<file path="config.mk">
export PLATFORM = sky130hd
export DESIGN_NAME = tdga_ctrl
export DESIGN_NICKNAME = d
export VERILOG_FILES = /design/src/design/tdga_pkg.sv /design/src/design/tdga_ctrl.sv
export SDC_FILE = /design/constraint.sdc
export NUM_CORES = 1
export LEC_CHECK = 0
export BUFFER_PORTS_ARGS = -buffer_cell sky130_fd_sc_hd__buf_4
export CORE_MARGIN = 1.5
export CORE_UTILIZATION = 45
export DETAILED_ROUTE_END_ITERATION = 10
export PLACE_DENSITY_LB_ADDON = 0.12
export SLEW_MARGIN = 5
export SYNTH_ARGS = -nofsm -noshare
export SYNTH_HDL_FRONTEND = slang
export SYNTH_SLANG_ARGS = --single-unit
</file>
<file path="constraint.sdc">
create_clock -name aclk -period 2 [get_ports aclk]
set_input_delay 0.4 -clock aclk [delete_from_list [all_inputs] [get_ports aclk]]
set_output_delay 0.4 -clock aclk [all_outputs]
set_load 0.01 [all_outputs]
</file>
<file path="src/design/tdga_pkg.sv">
// Package for the trend-driven gain adapter: payload and command types,
// register indexes, fixed widths and rule constants.
// No dependencies; tdga_ctrl, tdga_dp and the top level import it.
`default_nettype none

package tdga_pkg;

    localparam int SAMPLE_W   = 16;
    localparam int NUM_CH     = 4;
    localparam int GAIN_W     = 24;
    localparam int CUR_W      = 16;
    localparam int RATE_W     = 16;
    localparam int SLOPE_W    = 20;
    localparam int CFG_IDX_W  = 4;
    localparam int CFG_DATA_W = 24;

    // Accumulator and arithmetic widths, sized for windows of up to 256 samples.
    localparam int SX_W      = 16;
    localparam int SXX_W     = 24;
    localparam int SY_W      = 24;
    localparam int SXY_W     = 32;
    localparam int MUL_A_W   = 33;
    localparam int MUL_B_W   = 17;
    localparam int PROD_W    = 50;
    localparam int DEN_W     = 32;
    localparam int DIVD_W    = 42;
    localparam int REM_W     = 34;
    localparam int DIV_CNT_W = 6;
    localparam int PRODL_W   = GAIN_W + RATE_W;

    localparam int MIN_FILL   = 3;
    localparam int STEP_SHIFT = 18;

    localparam logic [CFG_IDX_W-1:0] REG_ADAPT_RATE = 4'd0;
    localparam logic [CFG_IDX_W-1:0] REG_MIN_LR     = 4'd1;
    localparam logic [CFG_IDX_W-1:0] REG_MAX_LR     = 4'd2;
    localparam logic [CFG_IDX_W-1:0] REG_MIN_EX     = 4'd3;
    localparam logic [CFG_IDX_W-1:0] REG_MAX_EX     = 4'd4;
    localparam logic [CFG_IDX_W-1:0] REG_INIT_LR    = 4'd5;
    localparam logic [CFG_IDX_W-1:0] REG_INIT_EX    = 4'd6;
    localparam logic [CFG_IDX_W-1:0] REG_INIT_CUR   = 4'd7;

    localparam logic [RATE_W-1:0] RST_ADAPT_RATE = 16'd3277;
    localparam logic [GAIN_W-1:0] RST_MIN_LR     = 24'd7;
    localparam logic [GAIN_W-1:0] RST_MAX_LR     = 24'd6554;
    localparam logic [GAIN_W-1:0] RST_MIN_EX     = 24'd655;
    localparam logic [GAIN_W-1:0] RST_MAX_EX     = 24'd65536;
    localparam logic [GAIN_W-1:0] RST_INIT_LR    = 24'd655;
    localparam logic [GAIN_W-1:0] RST_INIT_EX    = 24'd6554;
    localparam logic [CUR_W-1:0]  RST_INIT_CUR   = 16'd32768;

    localparam logic [1:0] CH_REWARD      = 2'd0;
    localparam logic [1:0] CH_COMPRESSION = 2'd1;
    localparam logic [1:0] CH_NOVELTY     = 2'd2;
    localparam logic [1:0] CH_ERROR       = 2'd3;

    localparam logic signed [SLOPE_W-1:0] SLOPE_MAX      = 20'sh7FFFF;
    localparam logic signed [SLOPE_W-1:0] SLOPE_MIN      = 20'sh80000;
    localparam logic signed [SLOPE_W-1:0] THR_HUNDREDTH  = 20'sd41;
    localparam logic signed [SLOPE_W-1:0] THR_THOUSANDTH = 20'sd4;

    localparam logic [CUR_W-1:0]   CUR_HI      = 16'd52429;
    localparam logic [CUR_W-1:0]   CUR_LO      = 16'd6554;
    localparam logic [GAIN_W-1:0]  GAIN_MAX    = 24'hFFFFFF;
    localparam logic [PRODL_W:0]   ROUND_16    = 41'h8000;
    localparam logic [PRODL_W:0]   ROUND_17    = 41'h10000;
    localparam logic [32:0]        STEP_RECIP  = 33'd52429;

    typedef struct packed {
        logic signed [SAMPLE_W-1:0] reward_sample;
        logic signed [SAMPLE_W-1:0] compression_sample;
        logic signed [SAMPLE_W-1:0] novelty_sample;
        logic signed [SAMPLE_W-1:0] error_sample;
    } tdga_in_t;

    typedef struct packed {
        logic [GAIN_W-1:0]         learning_rate_out;
        logic [GAIN_W-1:0]         exploration_out;
        logic [CUR_W-1:0]          curiosity_out;
        logic signed [SLOPE_W-1:0] reward_slope;
        logic signed [SLOPE_W-1:0] compression_slope;
        logic                      adapted;
    } tdga_out_t;

    typedef enum logic [3:0] {
        OP_NONE,
        OP_LOAD,
        OP_WALK,
        OP_MUL_NSXX,
        OP_MUL_SXSX,
        OP_DEN,
        OP_MUL_NSXY,
        OP_MUL_SXSY,
        OP_NUM,
        OP_DIV,
        OP_SLOPE,
        OP_LR_MUL,
        OP_LR_UPD,
        OP_EX_MUL,
        OP_EX_UPD,
        OP_FINISH
    } tdga_op_t;

    typedef struct packed {
        tdga_op_t   op;
        logic [1:0] ch;
    } tdga_cmd_t;

    typedef struct packed {
        logic short_window;
        logic walk_done;
        logic div_done;
        logic out_free;
    } tdga_status_t;

endpackage

`default_nettype wire

</file>
<file path="src/design/tdga_ctrl.sv">
// Sequencer of the gain adapter: walks the datapath through window
// accumulation, slope division per channel and the gain updates.
// Depends on tdga_pkg.
`default_nettype none

module tdga_ctrl
    import tdga_pkg::*;
(
    input  wire          aclk,
    input  wire          aresetn,
    input  wire          s_valid,
    output logic         s_ready,
    input  tdga_status_t status,
    output tdga_cmd_t    cmd
);

    typedef enum logic [3:0] {
        ST_IDLE, ST_CHECK, ST_WALK, ST_NSXX, ST_SXSX, ST_DEN, ST_NSXY, ST_SXSY,
        ST_NUM, ST_DIV, ST_SLOPE, ST_LR_MUL, ST_LR_UPD, ST_EX_MUL, ST_EX_UPD, ST_FINISH
    } state_t;

    state_t     state_reg, state_next;
    logic [1:0] ch_reg, ch_next;
    logic       ready_reg;

    assign s_ready = ready_reg;

    always_comb begin
        state_next = state_reg;
        ch_next    = ch_reg;
        cmd.op     = OP_NONE;
        cmd.ch     = ch_reg;
        case (state_reg)
            ST_IDLE: begin
                if (s_valid && ready_reg) begin
                    cmd.op     = OP_LOAD;
                    state_next = ST_CHECK;
                end
            end
            ST_CHECK: begin
                if (status.short_window) begin
                    state_next = ST_FINISH;
                end else begin
                    cmd.op     = OP_WALK;
                    state_next = ST_WALK;
                end
            end
            ST_WALK: begin
                cmd.op = OP_WALK;
                if (status.walk_done) begin
                    state_next = ST_NSXX;
                end
            end
            ST_NSXX: begin
                cmd.op     = OP_MUL_NSXX;
                state_next = ST_SXSX;
            end
            ST_SXSX: begin
                cmd.op     = OP_MUL_SXSX;
                state_next = ST_DEN;
            end
            ST_DEN: begin
                cmd.op     = OP_DEN;
                ch_next    = CH_REWARD;
                state_next = ST_NSXY;
            end
            ST_NSXY: begin
                cmd.op     = OP_MUL_NSXY;
                state_next = ST_SXSY;
            end
            ST_SXSY: begin
                cmd.op     = OP_MUL_SXSY;
                state_next = ST_NUM;
            end
            ST_NUM: begin
                cmd.op     = OP_NUM;
                state_next = ST_DIV;
            end
            ST_DIV: begin
                cmd.op = OP_DIV;
                if (status.div_done) begin
                    state_next = ST_SLOPE;
                end
            end
            ST_SLOPE: begin
                cmd.op = OP_SLOPE;
                if (ch_reg == CH_ERROR) begin
                    state_next = ST_LR_MUL;
                end else begin
                    ch_next    = ch_reg + 2'd1;
                    state_next = ST_NSXY;
                end
            end
            ST_LR_MUL: begin
                cmd.op     = OP_LR_MUL;
                state_next = ST_LR_UPD;
            end
            ST_LR_UPD: begin
                cmd.op     = OP_LR_UPD;
                state_next = ST_EX_MUL;
            end
            ST_EX_MUL: begin
                cmd.op     = OP_EX_MUL;
                state_next = ST_EX_UPD;
            end
            ST_EX_UPD: begin
                cmd.op     = OP_EX_UPD;
                state_next = ST_FINISH;
            end
            ST_FINISH: begin
                if (status.out_free) begin
                    cmd.op     = OP_FINISH;
                    state_next = ST_IDLE;
                end
            end
            default: begin
                state_next = ST_IDLE;
            end
        endcase
    end

    always_ff @(posedge aclk) begin
        if (!aresetn) begin
            state_reg <= ST_IDLE;
            ch_reg    <= CH_REWARD;
            ready_reg <= 1'b1;
        end else begin
            state_reg <= state_next;
            ch_reg    <= ch_next;
            ready_reg <= (state_next == ST_IDLE);
        end
    end

endmodule

`default_nettype wire

</file>
==> metrics.csv, run 1 <==
metric,value,unit
syn_nets,85,
synthArstFlopShare,0,%
fp-row-count,12,
finClkSkew,0.00929,ns
end_kind,primary output,
ys_seq_elements,7,
routed_wl,1.26,mm
start_kind,register,
dr.pass1.iters,4,
rsz0062_at_grt,no,
slowest_stage,or3_1,
io_buffer_count,13,
largest_reg_flops,4,
p_leak,0.000311,uW
diodes,0,
start_util,51.0,%
clk_pin_slew,0.06,ns
final_layout_size_suffix_gt1_share,26.7,%
layout_setup_ws,0.111,ns
crit_arrival,1.49,ns
syn-mean-instance-area,7.65,um^2
die_h,39.2,um
cts_htree_levels,1,
path_buf_inv,1,
synth.cell_area,589,um^2
synth.distinct_cells,38,
insertion_delay,0.25,ns
first_iter_violations,8,
area_growth_syn_to_layout,20.2,%
cts_tree,yes,
synth_warnings,0,
synthCells,77,
cts.path.max_buffers,2,
worstSetupPathType,register to primary output,
power_density,1370,mW/mm^2
grt_pass1_wl,1.97,mm
cts_made_buffers,3,
final_cell_mix,"15 x buf_4, 6 x nand2_1, 6 x inv_1, 6 x a21oi_1, 5 x dfxtp_1",
synth_ff_type,dfxtp_1,
cts_sinks,7,
tns,0,ns
grt_util_all_layers,19.6,%
fin_crit_sh,94.4,%
root_buffer,clkbuf_4,
finalMaxSlewViolations,0,
worst-slew-pin-transition,0.360,ns
nets,99,
worstHoldPathType,input port to register,
dieArea,0.00154,mm^2
grt_pass1_vias,455,
mostFrequentLayoutCell,buf_4,
grt_max_degree,16,
antenna_found_initial,0,
critPathMaxFanout,13,
fmax,0.529,GHz
hpwl,953,um
ir_drop,0.827,mV
cap_violations,0,
finalSetupViolCount,0,
status,finished clean,
grt-ovfl-total,0,
drc,0,
crit_family,simple AND/OR/NAND/NOR gates,
coreArea,0.00116,mm^2
post_drt_via_cell_ratio,5.42,
placed_area,679,um^2
finalHoldViolCount,0,
ios,14,
ant_nets,0,
die_x,39.2,um
gp_congestion,0.758,
wire_per_inst,12.1,um
max_slew_margin,76.0,%
ys_seq_area_share,23.8,%
cp.required,1.60,ns
final_cell_area,708,um^2
vias,564,
cts_hold_buf,0,
pre_cts_slack,0.349,ns
max_stage_delay,0.43,ns
worstPathCellList,or3_1 -> o22ai_1 -> nor2_1 -> buf_4,
fin_crit,1.89,ns
synth_edf_count,0,
cell usage after synthesis, types with 2 or more instances:
cell type | instances | area, um^2
buf_6 | 2 | 22.5
nand2b_1 | 2 | 12.5
or3_1 | 2 | 12.5
a31oi_1 | 4 | 25.0
nor2_1 | 4 | 15.0
buf_2 | 2 | 10.0
and3b_1 | 3 | 26.3
dfxtp_1 | 7 | 140
and2_1 | 3 | 18.8
nand2_1 | 6 | 22.5
nand3_1 | 3 | 15.0
inv_1 | 6 | 22.5
nor2b_1 | 3 | 18.8
a21oi_1 | 6 | 30.0
what timing repair did:
item	CTS	global route
setup endpoints to repair	0	2
resized for setup	0	2
buffers inserted	0	0
worst paths after layout:
path	from	cells past startpoint	to	slack [ns]
setup / recovery	state_reg[3]	4	cmd[2]	0.11
hold / removal	aresetn	2	s_ready	0.41
setup reg to reg	state_reg[3]	4	s_ready	0.54
hold reg to reg	ch_reg[1]	2	ch_reg[1]	0.54
metrics by stage:
step / hold slack, ns / instances / utilization (%) / total power [uW]
4_1_cts: 0.403 / 104 / 61.0 / 970
2_1_floorplan: 0.499 / 77 / - / 684
3_5_place_dp: 0.533 / 100 / 58.8 / 835
5_1_grt: 0.401 / 104 / 61.3 / 1060
6_report: 0.406 / 104 / 61.3 / 967
3_3_place_gp: 0.513 / 100 / 58.8 / 828
per-layer routing:
layer	wire, um	vias to the layer above	GRT usage (%)
met5	0	-	0
met4	19	0	10.3
met3	46	2	6.94
met2	534	14	28.3
met1	660	247	24.9
li1	-	301	-
logic make-up after synthesis:
family	share of synthesized area, %
and+or+nand+nor	33.1
AOI/OAI and AO/OA	28.7
buffers and inverters	10.6
DFF	23.8
muxes	1.70
adders and majority gates	2.12
final cells by class:
class,count,area (um^2)
Fill cell,110,448
Sequential cell,7,143
Tap cell,14,17.5
Timing Repair Buffer,15,113
Inverter,6,22.5
Multi-Input combinational cell,58,387
Clock buffer,4,26.3
where the power goes:
group	total [uW]	switching, uW	internal, uW
Combinational	540	253	287
Sequential	299	107	192
Clock	128	51.7	76.1
Total	967	412	555
Power figures use the tool's default switching activity.
==> run 2, diff against run 1 <==
Clock period 2 ns to 2.3 ns, I/O delays scaled along.
==> run 2 against run 1 <==
Via count is 0.35% higher. Non-clock buffer count is 2 lower. Wire length is 3.1% lower. Critical path depth stayed put. Hold slack better by 0.058 ns. Sequential share of layout area is 0.15 points higher. Combinational power is 22% lower. Global-route usage stayed put. Worst setup slack better by 0.13 ns. Clock-buffer cell count stayed put. Cell area is 2.5% lower. Total power is 16% lower. Highest routed layer unchanged.
==> metrics.csv, run 2 (synthesized netlist as in run 1, its figures left out) <==
metric,value,unit,change
layout_setup_ws,0.238,ns,was 0.111 ns
crit_arrival,1.60,ns,was 1.49 ns
finalMaxSlewViolations,0,,unchanged
rsz0062_at_grt,no,,unchanged
worstHoldPathType,input port to register,,unchanged
critPathMaxFanout,20,,was 13
cts_tree,yes,,unchanged
vias,566,,was 564
p_leak,0.000300,uW,was 0.000311 uW
root_buffer,clkbuf_4,,unchanged
post_drt_via_cell_ratio,5.55,,was 5.42
grt_util_all_layers,19.6,%,unchanged
final_cell_mix,"13 x buf_4, 7 x dfxtp_1, 6 x nand2_1, 6 x inv_1, 6 x a21oi_1",,"was 15 x buf_4, 6 x nand2_1, 6 x inv_1, 6 x a21oi_1, 5 x dfxtp_1"
holdPathEnd,s_ready,,unchanged
r2r_cells,4,,unchanged
status,finished clean,,unchanged
mostFrequentLayoutCell,buf_4,,unchanged
ios,14,,unchanged
max_slew_margin,60.2,%,was 76.0%
gp_congestion,0.733,,was 0.758
power_density,1180,mW/mm^2,was 1370 mW/mm^2
fp-row-count,12,,unchanged
worstPathCellList,and3b_1 -> o22ai_1 -> nor2_1 -> buf_4,,was or3_1 -> o22ai_1 -> nor2_1 -> buf_4
drc,0,,unchanged
slowest_stage,dfxtp_1,,was or3_1
hold_start,aresetn,,unchanged
pre_cts_slack,0.509,ns,was 0.349 ns
final_layout_size_suffix_gt1_share,22.7,%,was 26.7%
ant_nets,0,,unchanged
dr.pass1.iters,4,,unchanged
first_iter_violations,15,,was 8
min_delay_path_depth,2,,unchanged
cts_setup_buffers,0,,unchanged
io_buffer_count,13,,unchanged
path_buf_inv,1,,unchanged
grt_pass1_wl,2.01,mm,was 1.97 mm
dieArea,0.00154,mm^2,unchanged
cts_htree_levels,1,,unchanged
clk_pin_slew,0.05,ns,was 0.06 ns
cts.path.max_buffers,2,,unchanged
crit_family,flip-flops,,was simple AND/OR/NAND/NOR gates
finalSetupViolCount,0,,unchanged
diodes,0,,unchanged
seq_area,140,um^2,was 143 um^2
ir_drop,0.603,mV,was 0.827 mV
hpwl,878,um,was 953 um
fillers,119,,was 110
cts_made_buffers,3,,unchanged
coreArea,0.00116,mm^2,unchanged
wire_per_inst,12.0,um,was 12.1 um
insertion_delay,0.25,ns,about the same
grt-ovfl-total,0,,unchanged
grt_pass1_vias,451,,was 455
finClkSkew,0.00690,ns,was 0.00929 ns
cts_sinks,7,,unchanged
grt_max_degree,21,,was 16
total_power,813,uW,was 967 uW
dpl.cell_count,98,,was 100
largest_reg_flops,4,,unchanged
cts_resized,0,,unchanged
worstSetupPathType,register to primary output,,unchanged
start_util,51.0,%,unchanged
fin_crit,2.06,ns,
finalHoldViolCount,0,,unchanged
cts_hold_buf,0,,unchanged
area_growth_syn_to_layout,17.2,%,was 20.2%
instances_no_fill,102,,was 104
r2r-start,state_reg[0],,was state_reg[3]
cap_violations,0,,unchanged
reg2reg_to,ch_reg[1],,was s_ready
reg2reg_slack,0.74,ns,was 0.54 ns
fmax,0.485,GHz,
nets,97,,was 99
start_kind,register,,unchanged
tns,0,ns,unchanged
worst-slew-pin-transition,0.596,ns,was 0.360 ns
die_h,39.2,um,unchanged
routed_wl,1.22,mm,was 1.26 mm
fin_crit_sh,89.7,%,
multi_input_area,387,um^2,unchanged
antenna_found_initial,0,,unchanged
end_kind,primary output,,unchanged
die_x,39.2,um,unchanged
max_stage_delay,0.69,ns,was 0.43 ns
cp.required,1.84,ns,was 1.60 ns
## run 2: how the worst max path moves through the flow
stage	slack, ns	start	cells past startpoint	to
floorplan	0.77	state_reg[0]	4	cmd[4]
global placement	0.50	state_reg[0]	4	cmd[2]
global route	0.12	state_reg[0]	4	cmd[2]
finish	0.24	state_reg[0]	4	cmd[2]
CTS	0.24	state_reg[0]	4	cmd[2]
detailed placement	0.51	state_reg[0]	4	cmd[2]
## run 2: power by group
group          switching [uW]  total (uW)  leakage (uW)  internal, uW
clock network            46.3         113     0.0000150          66.3
logic                     188         422      0.000228           234
registers                 116         279     0.0000575           163
## run 2: layout make-up
class	instances	area share [%]
clock buffers	4	3.80
well taps	14	2.54
flip-flops and latches	7	20.3
inverters	6	3.26
multi-input cells	58	56.0
repair buffers	13	14.1
## run 2: worst reg2reg max path, stage by stage (launching register included)
cell and delay [ns]:
dfxtp_1 0.69, and4bb_2 0.33, a32o_1 0.24, mux2i_1 0.15
nor2_1 0.05
## run 2: through the flow
| stage | area, um^2 | hold slack [ns] | util, % |
|---|---|---|---|
| after floorplan | 589 | 0.545 | - |
| after global placement | 664 | 0.510 | 57.5 |
| after detailed placement | 664 | 0.530 | 57.5 |
| after CTS | 691 | 0.454 | 59.7 |
| after global routing | 691 | 0.476 | 59.7 |
| final | 691 | 0.464 | 59.7 |
## run 2: metal layers
metal  vias up  routed length (um)  track usage (%)
li1        297                   -                -
met1       253                 667             28.7
met2        14                 484             25.0
met3         2                  47             3.47
met4         0                  21             12.9
met5         -                   0                0
==> run 3, diff against run 2 <==
Settings changed: ABC_AREA set to 1, BUFFER_PORTS_ARGS -buffer_cell sky130_fd_sc_hd__buf_4 to -buffer_cell sky130_fd_sc_hd__clkbuf_2, CORE_AREA set to 2 2 39 41, CORE_MARGIN 1.5 to not set, CORE_UTILIZATION 45 to not set, CTS_CLUSTER_DIAMETER set to 120, DIE_AREA set to 0 0 41 43.
==> run 3 against run 2 <==
Non-clock buffer count is the same. Hold slack worse by 0.025 ns. Core utilization shrank 15 points. Critical path depth is 2 higher. Largest power group unchanged. Sequential cell count unchanged. Worst setup slack improved by 0.17 ns. Sequential power down 18%. Sequential share of layout area grew 2.2 points. Global-route usage shrank 2.2 points.
==> metrics.csv, run 3 <==
metric,value,unit,change
pre_cts_slack,0.679,ns,was 0.509 ns
power_density,1210,mW/mm^2,was 1180 mW/mm^2
diodes,0,,unchanged
p_int,382,uW,was 463 uW
worstHoldPathType,input port to register,,unchanged
post_drt_via_cell_ratio,4.79,,was 5.55
switching_power,372,uW,was 350 uW
synthArstFlopShare,0,%,unchanged
worst-slew-pin-transition,0.303,ns,was 0.596 ns
fin_crit,1.89,ns,was 2.06 ns
dr.pass1.iters,4,,unchanged
hpwl,1.05,mm,was 878 um
die_h,43,um,was 39.2 um
cap_violations,0,,unchanged
fillers,160,,was 119
hold_start,aresetn,,unchanged
area_growth_syn_to_layout,21.7,%,was 17.2%
synth.distinct_cells,19,,was 38
syn-mean-instance-area,5.90,um^2,was 7.65 um^2
syn_nets,95,,was 85
largest_reg_flops,4,,unchanged
max_slew_margin,79.8,%,was 60.2%
synth_edf_count,0,,unchanged
start_util,37.1,%,was 51.0%
routed_wl,1.26,mm,was 1.22 mm
synth_top_area_cell,dfxtp_1,,unchanged
start_kind,register,,unchanged
die_x,41,um,was 39.2 um
vias,575,,was 566
rsz0062_at_grt,no,,unchanged
finalHoldViolCount,0,,unchanged
end_kind,primary output,,unchanged
ys_seq_elements,7,,unchanged
grt_max_degree,8,,was 21
p_comb_share,55.4,%,was 51.8%
synth_warnings,0,,unchanged
synth_commonest_cells,"18 x nor2_1, 16 x nand2_1, 8 x inv_1, 7 x dfxtp_1, 6 x nand3_1",,"was 7 x dfxtp_1, 6 x a21oi_1, 6 x inv_1, 6 x nand2_1"
finClkSkew,0.000537,ns,was 0.00690 ns
instances_no_fill,120,,was 102
fmax,0.529,GHz,was 0.485 GHz
synthCells,87,,was 77
wire_per_inst,10.5,um,was 12.0 um
r2r_cells,7,,was 4
tns,0,ns,unchanged
r2r-start,state_reg[1],,was state_reg[0]
worstSetupPathType,register to primary output,,unchanged
crit_arrival,1.43,ns,was 1.60 ns
cts_hold_buf,0,,unchanged
cts_resized,0,,unchanged
ys_seq_area_share,27.3,%,was 23.8%
synth.cell_area,513,um^2,was 589 um^2
grt_util_all_layers,17.4,%,was 19.6%
root_buffer,clkbuf_4,,unchanged
cts_setup_buffers,0,,unchanged
synth_area_leaders,"dfxtp_1 27%, nor2_1 13%, nand2_1 12%, nand3_1 5.9%, inv_1 5.9%",,"was dfxtp_1 24%, a21oi_1 5.1%, and3b_1 4.5%, a31oi_1 4.2%, buf_6 3.8%"
total_power,754,uW,was 813 uW
holdPathEnd,state_reg[0],,was s_ready
status,finished clean,,unchanged
swShare,49.4,%,was 43.1%
ios,14,,unchanged
final_layout_size_suffix_gt1_share,26.9,%,was 22.7%
reg2reg_slack,0.93,ns,was 0.74 ns
layout_setup_ws,0.410,ns,was 0.238 ns
p_leak,0.000342,uW,was 0.000300 uW
synth_ff_type,dfxtp_1,,unchanged
finalMaxSlewViolations,0,,unchanged
io_buffer_count,13,,unchanged
ir_drop,0.564,mV,was 0.603 mV
nets,113,,was 97
insertion_delay,0.24,ns,was 0.25 ns
cts_sinks,7,,unchanged
critPathMaxFanout,7,,was 20
antenna_found_initial,0,,unchanged
reg2reg_to,ch_reg[1],,unchanged
ant_nets,0,,unchanged
fp-row-count,14,,was 12
clk_pin_slew,0.05,ns,about the same
seq_power_share,30.2,%,was 34.3%
coreArea,0.00138,mm^2,was 0.00116 mm^2
grt_pass1_wl,2.09,mm,was 2.01 mm
gp_congestion,0.818,,was 0.733
fin_crit_sh,82.2,%,was 89.7%
synth_top_area_share,27.3,%,was 23.8%
cts_htree_levels,1,,unchanged
grt-ovfl-total,0,,unchanged
cts.path.max_buffers,2,,unchanged
cts_made_buffers,3,,unchanged
cts_tree,yes,,unchanged
drc,0,,unchanged
first_iter_violations,9,,was 15
power_frac_clock,14.4,%,was 13.8%
final_cell_mix,"18 x nor2_1, 16 x nand2_1, 13 x clkbuf_2, 8 x inv_1, 7 x dfxtp_1",,"was 13 x buf_4, 7 x dfxtp_1, 6 x nand2_1, 6 x inv_1, 6 x a21oi_1"
cp.required,1.84,ns,about the same
synth.most_common_cell,nor2_1,,was dfxtp_1
min_delay_path_depth,3,,was 2
mostFrequentLayoutCell,nor2_1,,was buf_4
dieArea,0.00176,mm^2,was 0.00154 mm^2
grt_pass1_vias,513,,was 451
finalSetupViolCount,0,,unchanged
dpl.cell_count,116,,was 98
## run 3: cell count changes after synthesis, sizes merged, moves of 3 or more
cell	delta
a31oi	-4
and3b	-3
o21ai	+5
inv	+7
nor2	+16
nand3	+3
nand2	+14
buf	-5
nor2b	-3
and2	-3
## run 3: final cells by class
cell class / count / area (um^2) / area share [%]
Inverter: 14 / 52.6 / 8.42
Sequential cell: 7 / 140 / 22.4
Timing Repair Buffer: 13 / 65.1 / 10.4
Tap cell: 16 / 20.0 / 3.21
Multi-Input combinational cell: 66 / 320 / 51.3
Clock buffer: 4 / 26.3 / 4.21
## run 3: metal layers
| metal | share of wire, % | track usage (%) | vias up | routed length [um] |
|---|---|---|---|---|
| li1 | - | - | 317 | - |
| met1 | 47 | 22.7 | 244 | 595 |
| met2 | 48 | 26.6 | 12 | 601 |
| met3 | 4.0 | 1.57 | 2 | 50 |
| met4 | 0.64 | 10.0 | 0 | 8 |
| met5 | 0 | 0 | - | 0 |
## run 3: worst max-delay path, stage by stage (launching register included)
cell      delay (ns)
dfxtp_1         0.44
inv_2           0.06
nand2_1         0.16
a21oi_1         0.09
a211oi_1        0.18
o211ai_1        0.11
clkbuf_2        0.14
## run 3: worst max path at each step
stage / start / endpoint / slack [ns]
floorplan: state_reg[3] / cmd[3] / 0.88
global placement: state_reg[2] / cmd[2] / 0.68
detailed placement: state_reg[2] / cmd[2] / 0.68
CTS: state_reg[2] / cmd[2] / 0.40
global route: state_reg[2] / cmd[2] / 0.31
finish: state_reg[2] / cmd[2] / 0.41
## run 3: cells by family after synthesis
family,after synthesis,share of synthesized area [%]
DFF,7,27.3
AOI/OAI and AO/OA,15,17.6
buffers and inverters,14,10.2
and+or+nand+nor,50,42.4
adders and majority gates,1,2.44
## run 3: power groups by stage
stage / registers, uW / clock network [uW] / logic [uW]
after global routing: 235 / 115 / 482
final: 228 / 109 / 418
after detailed placement: 229 / 0 / 418
after floorplan: 220 / 0 / 300
after CTS: 226 / 113 / 420
after global placement: 231 / 0 / 419
## run 3: per-stage QoR
stage | utilization (%) | hold WS, ns | area [um^2]
floorplan | - | 0.558 | 513
global placement | 43.2 | 0.561 | 598
detailed placement | 43.2 | 0.552 | 598
CTS | 45.1 | 0.431 | 624
global route | 45.1 | 0.456 | 624
finish | 45.1 | 0.438 | 624
